`config.mk`:
```
export PLATFORM = sky130hd
export DESIGN_NAME = cpec_div
export DESIGN_NICKNAME = d
export VERILOG_FILES = /design/src/hw/rtl/cpec_pkg.sv /design/src/hw/rtl/cpec_div.sv
export SDC_FILE = /design/constraint.sdc
export NUM_CORES = 2
export LEC_CHECK = 0
export BUFFER_PORTS_ARGS = -buffer_cell sky130_fd_sc_hd__buf_4
export CORE_MARGIN = 2
export CORE_UTILIZATION = 45
export CTS_BUF_LIST = sky130_fd_sc_hd__clkbuf_4 sky130_fd_sc_hd__clkbuf_8
export CTS_CLUSTER_DIAMETER = 40
export DETAILED_ROUTE_END_ITERATION = 8
export GPL_TIMING_DRIVEN = 0
export PLACE_DENSITY_LB_ADDON = 0.08
export SETUP_SLACK_MARGIN = 0.1
export SLEW_MARGIN = 40
export SYNTH_ARGS = -nofsm -noshare
export SYNTH_HDL_FRONTEND = slang
export SYNTH_SLANG_ARGS = --single-unit
```
`constraint.sdc`:
```
create_clock -name clk -period 4.2 [get_ports clk]
set_input_delay 0.21 -clock clk [delete_from_list [all_inputs] [get_ports clk]]
set_output_delay 0.21 -clock clk [all_outputs]
set_load 0.01 [all_outputs]
```
`src/hw/rtl/cpec_pkg.sv`:
```
// Shared types, constants and saturation helper for the circle pair collision block.
`default_nettype none

package cpec_pkg;

  localparam int FRAC_W   = 16;                      // Q16.16 fraction bits
  localparam int RATIO_W  = 30;                      // mass ratio fraction bits
  localparam int ELASTIC  = 2;                       // elastic exchange factor
  localparam int KSH      = RATIO_W - ELASTIC / 2;   // factor folded into the shift
  localparam int SAT_W    = 40;                      // headroom for saturating sums

  localparam int ROOT_W   = 32;                      // square root steps / result bits
  localparam int NQ_W     = 17;                      // normal quotient bits
  localparam int KQ_W     = 31;                      // mass ratio quotient bits

  localparam logic [KQ_W-1:0] K_ONE  = KQ_W'(64'd1 << RATIO_W);
  localparam logic [KQ_W-1:0] K_HALF = KQ_W'(64'd1 << (RATIO_W - 1));

  localparam logic signed [SAT_W-1:0] S32_MAX = SAT_W'(64'sd2147483647);
  localparam logic signed [SAT_W-1:0] S32_MIN = SAT_W'(-64'sd2147483648);

  typedef struct packed {
    logic signed [31:0] a_pos_x;
    logic signed [31:0] a_pos_y;
    logic signed [31:0] a_vel_x;
    logic signed [31:0] a_vel_y;
    logic        [30:0] a_radius;
    logic        [30:0] a_mass;
    logic signed [31:0] b_pos_x;
    logic signed [31:0] b_pos_y;
    logic signed [31:0] b_vel_x;
    logic signed [31:0] b_vel_y;
    logic        [30:0] b_radius;
    logic        [30:0] b_mass;
  } cpec_in_t;

  typedef struct packed {
    logic signed [31:0] new_a_pos_x;
    logic signed [31:0] new_a_pos_y;
    logic signed [31:0] new_a_vel_x;
    logic signed [31:0] new_a_vel_y;
    logic signed [31:0] new_b_pos_x;
    logic signed [31:0] new_b_pos_y;
    logic signed [31:0] new_b_vel_x;
    logic signed [31:0] new_b_vel_y;
    logic               hit;
  } cpec_out_t;

  function automatic logic signed [31:0] sat32(input logic signed [SAT_W-1:0] v);
    logic signed [31:0] r;
    if (v > S32_MAX) begin
      r = 32'sh7fffffff;
    end else if (v < S32_MIN) begin
      r = 32'sh80000000;
    end else begin
      r = 32'(v);
    end
    return r;
  endfunction

endpackage

`default_nettype wire

```
`src/hw/rtl/cpec_div.sv`:
```
// Pipelined restoring divider, one quotient bit per register stage.
`default_nettype none

module cpec_div #(
  parameter int NUM_W = 48,
  parameter int DEN_W = 32,
  parameter int Q_W   = cpec_pkg::NQ_W
) (
  input  logic             clk,
  input  logic [NUM_W-1:0] num_i,
  input  logic [DEN_W-1:0] den_i,
  output logic [Q_W-1:0]   quo_o,
  output logic             rem_nz_o
);

  // Needs num_i >> Q_W below den_i; otherwise the result is meaningless.
  logic [DEN_W-1:0] rem_r [Q_W];
  logic [Q_W-1:0]   quo_r [Q_W];
  logic [Q_W-1:0]   low_r [Q_W];
  logic [DEN_W-1:0] den_r [Q_W];

  for (genvar k = 0; k < Q_W; k++) begin : g_step
    logic [DEN_W-1:0] rem_p;
    logic [DEN_W-1:0] den_p;
    logic [Q_W-1:0]   low_p;
    logic [Q_W-1:0]   quo_p;
    logic [DEN_W:0]   t_s;
    logic             ge_s;

    if (k == 0) begin : g_first
      assign rem_p = DEN_W'(num_i >> Q_W);
      assign low_p = num_i[Q_W-1:0];
      assign quo_p = '0;
      assign den_p = den_i;
    end else begin : g_next
      assign rem_p = rem_r[k-1];
      assign low_p = low_r[k-1];
      assign quo_p = quo_r[k-1];
      assign den_p = den_r[k-1];
    end

    assign t_s  = {rem_p, low_p[Q_W-1]};
    assign ge_s = t_s >= {1'b0, den_p};

    always_ff @(posedge clk) begin
      rem_r[k] <= ge_s ? DEN_W'(t_s - {1'b0, den_p}) : DEN_W'(t_s);
      quo_r[k] <= {quo_p[Q_W-2:0], ge_s};
    end

    if (k < Q_W - 1) begin : g_fwd
      always_ff @(posedge clk) begin
        low_r[k] <= {low_p[Q_W-2:0], 1'b0};
        den_r[k] <= den_p;
      end
    end
  end

  assign quo_o    = quo_r[Q_W-1];
  assign rem_nz_o = |rem_r[Q_W-1];

endmodule

`default_nettype wire

```
Word level (Yosys, flattened, before mapping)
Memories as Yosys holds them, arrays and structs flattened.
Cells that the tools add are included.

operators by class
  add/subtract/negate cells = 17
  reduce and logical (&&, ||, !) cells = 1
  mux-type cells = 17
  magnitude comparators = 17

operators by type and width
  kind              number
  $mux 32           17
  $sub 32x32->32    17
  $ge 33x32->1      16
  $ge 32x32->1      1
  $reduce_or 32->1  1

word-level totals
  register bits after elaboration = 0
  output and inout bits = 18
  input bits = 81
  memory bits (writable) = 1649
  word-level logic and storage cells = 56
  memories = 4

memories
  memory  depth  bits a word  rd ports  clocked after Yosys merged registers in  write ports  line            source
  den_r   17     32           16        0                                        16           cpec_div.sv:20  logic [DEN_W-1:0] den_r [Q_W];
  rem_r   17     32           17        0                                        17           cpec_div.sv:17  logic [DEN_W-1:0] rem_r [Q_W];
  quo_r   17     17           17        0                                        17           cpec_div.sv:18  logic [Q_W-1:0] quo_r [Q_W];
  low_r   17     16           16        0                                        16           cpec_div.sv:19  logic [Q_W-1:0] low_r [Q_W];

Longest topological paths before layout
An unclocked memory read counts as a cell.

  word-level depth = 3
  mapped depth = 15
  gate-level depth less buffers = 13

Least setup slack after synthesis
No wires, ideal clock.

  kind = register to register
  start point = mem den_r[3][1], in the netlist den_r[0][97]
  end point = mem rem_r[4][11]
  data arrival time = 2943 ps
  setup slack = 1134 ps
  clock period less this slack = 3066 ps
  required time = 4077 ps
  setup time = 123 ps
  stages on the path, launching flop included = 13
  buffers on the path = 1
  cell sequence = dfxtp_1 inv_1 ha_1 nor2b_1 o31a_1 o31a_1 o41ai_4 o31ai_2 a31oi_4 o21ai_2 a31oi_4 buf_4 mux2_1

RTL lines
  what             line
  start, declared  cpec_div.sv:20
  end, declared    cpec_div.sv:17

==> impl_metrics.tcl <==
set metrics [dict create \
    via_count 49800 \
    gr-usage-met1 0.299 \
    critPathRequiredTime_ns 5.08 \
    num_rows 136 \
    io_buffers 98 \
    post-route-drc-count 0 \
    syn-cell-area_sq_um 62500 \
    starting_density_of_the_core 0.454 \
    track_usage 0.252 \
    synth.top_cells.by_area "dfxtp_1 43%, ha_1 11%, a21oi_1 5.6%" \
    final_std_cell_area_no_fill_sq_um 73600 \
    final-setup-viol-count 0 \
    grtUsageMet3 0.0335 \
    sequential_element_share_of_the_synthesized_area 0.431 \
    fin_hold_ws_ns 0.180 \
    post_drt_wl_per_cell_um 19.1 \
    dp_hpwl_mm 145 \
    root_buffer "clkbuf_8" \
    startpoint_of_the_tightest_hold_check_path "den_i[0]" \
    tns_ns 0 \
    placedInstanceArea_sq_um 65600 \
    rsz0062_at_grt "no" \
    clockBufferDepth 3 \
    synth_area_leader_cell "dfxtp_1" \
    worst_setup_path_startpoint "num_i[21]" \
    worstMarginPinSlew_ns 0.941 \
    fin_worst_skew_ns 0.0442 \
    grt_start_max_net_pins 21 \
    p_per_area_nw_per_um2 904 \
    syn_area_per_cell_sq_um 9.07 \
    synth-warning-count 0 \
    clk_lat_worst_skew_ns 0.96 \
    clock.fmax_ghz 0.247 \
    synth-edff-count 0 \
    placed_cells_incl_taps 8787 \
    grt_pass1_wl_mm 280 \
    fin_cells 9421 \
    synth_top_flop_cell "dfxtp_1" \
    relSlewSlack 0.367 \
    syn-num-nets 7537 \
    areaGrowthSynthToFinish_pct 17.6 \
    final_core_util 0.534 \
    routed_wl_mm 180 \
    post_route_cells_drive_above_1_share 0.111 \
    worstSetupEndpointType "flop" \
    numCtsBuffers 239 \
    crit_type "in -> reg" \
    critical_path.startpoint_type "primary input" \
    synth_cell_type_count 94 \
    period_needed_ns 4.05 \
    async_s_r_ff_share_synth 0 \
    drt.antenna.violating_nets 0 \
    die_h_um 377 \
    rr_startpoint "low_r[0][255]" \
    tritoncts_clock_tree "built" \
    final-hold-violation-count 0 \
    worst_hold_path_type "in -> reg" \
    final_nets 8061 \
    floorplan.die.width_um 377 \
    worstPathMaxFanout 10 \
    period_utilisation_layout 0.965 \
    ports 99 \
    globalRouteMet2Util 0.443 \
    via_count_of_the_first_global_routing_pass 50300 \
    grt_overflow_total 0 \
    grt-busiest-layer "met2" \
    drtIter0Drc 2595 \
    outcome "complete, no violations" \
    p_leak_nw 34.0 \
    yosys.area.top_type_share 0.431 \
    clk_pin_slew_ns 0.06 \
    drt_pass1_iterations 7 \
    core_area_sq_um 138000 \
    cp_data_arrival_time_ns 4.93 \
    routabilityCongestion 0.935 \
    vdd.ir_drop.worst_uv 444 \
    timing.final.max_slew_violations 0 \
    cts_htree_levels 4 \
    clock-sinks 1345 \
    max_cap_viol_count 0 \
    yosys_register_bits 1345 \
    die_area_sq_um 142000 \
    synthesis.instances 6895 \
    initial_antenna_violation_count 4 \
    post_detailed_route_via_to_cell_ratio 5.29 \
]
[cell usage after synthesis, types with 10 or more instances]
library cell / n
o21ai_1: 18
a41oi_1: 13
o41ai_1: 10
nor3_1: 77
a31oi_1: 65
a21oi_1: 704
a31o_2: 14
nor4_1: 24
nor2_1: 477
buf_2: 53
clkbuf_1: 127
nand2b_1: 76
inv_1: 669
o211ai_1: 25
a21boi_0: 16
dfxtp_1: 1345
xnor2_1: 242
nor2b_1: 73
o21ai_0: 448
o21bai_1: 66
and3_1: 47
mux2_2: 137
and2_1: 30
and4_1: 15
mux2i_1: 10
or2_2: 15
nand3_1: 107
nand2_1: 467
fa_1: 17
nor3b_1: 11
or3_1: 25
o211a_1: 12
o31ai_1: 35
nand4_1: 90
a221oi_1: 16
o21a_1: 78
ha_1: 544
xor2_1: 206
o31a_1: 20
a21o_1: 269
a211oi_1: 41
[through the flow]
step / setup WS (ns) / power, mW
detailed placement: -0.229 / 51.5
floorplan: 1.13 / 42.3
global placement: -0.456 / 51.5
finish: 0.148 / 66.5
global route: 0.0938 / 71.5
CTS: 0.0556 / 66.7
[sequential cells by signal (all words and copies together), names as in the netlist]
| register | flops |
|---|---|
| low_r | 136 |
| quo_r | 153 |
| den_r | 512 |
| rem_r | 544 |
[routing by layer]
layer	vias up	part of all wire	wire, um
met2	1126	0.48	87400
met4	0	0.051	9240
li1	25100	-	-
met5	-	0	0
met3	409	0.038	6890
met1	23200	0.43	76800
[critical path: stages]
cell and delay (ns):
dlygate4sd3_1 0.53, buf_4 0.13, ha_1 0.37, a21o_1 0.20, or3_1 0.34, o21a_1 0.23, o41ai_2 0.52, a21oi_1 0.27
o21bai_1 0.29, a21oi_1 0.15, o22ai_4 0.40, clkbuf_2 0.50, nand2_1 0.11, o31ai_1 0.08, dlygate4sd3_1 0.57
[kinds of logic after synthesis]
kind of cell	after synthesis	share of synthesized area
xor gates and xnor gates	448	0.0627
muxes	149	0.0266
buffers and inverters	859	0.0529
and+or+nand+nor	1559	0.116
DFF	1345	0.431
AOI/OAI and AO/OA	1974	0.197
adders and majority gates	561	0.114
[cell usage in the layout, fill, tap and decap left out, types with 74 or more instances in the layout]
cell           instances
dfxtp_1             1343
a21oi_1              703
inv_1                669
ha_1                 544
nor2_1               477
nand2_1              467
o21ai_0              446
clkbuf_8             310
a21o_1               269
xnor2_1              242
xor2_1               206
dlygate4sd3_1        179
mux2_2               137
clkbuf_1             117
nand3_1              107
buf_4                106
nand4_1               90
o21a_1                78
nand2b_1              76
nor3_1                74
[worst paths after layout]
path / slack (ns) / cells after the start / endpoint
setup / recovery: 0.15 / 15 / rem_r[0][23]
hold / removal: 0.18 / 4 / rem_r[0][0]
setup reg to reg: 0.27 / 13 / rem_r[16][30]
hold reg to reg: 0.31 / 0 / quo_r[12][8]
[final cells by class]
class / instances / area (sq um)
fillers: 12800 / 64100
multi-input cells: 4691 / 32400
flip-flops and latches: 1345 / 26900
clock buffers: 349 / 4560
repair buffers: 283 / 2610
inverters: 670 / 2510
well taps: 1794 / 2240
clock inverters: 94 / 1440
plain buffers: 189 / 828
diodes: 6 / 15.0
[power by group]
part	leakage [nW]	internal (mW)	switching [mW]	total [mW]
logic	19.6	13.5	19.3	32.8
clock network	3.09	8.89	5.68	14.6
registers	11.3	16.8	2.35	19.2
total	34.0	39.2	27.3	66.5
[what timing repair did]
item	4_1_cts	5_1_grt
endpoints found under the hold margin	80	0
setup buffers	0	6
resized for setup	13	28
hold buffers	179	0
endpoints found under the setup margin	98	179
pin swaps	3	5
Power figures use the tool's default switching activity.
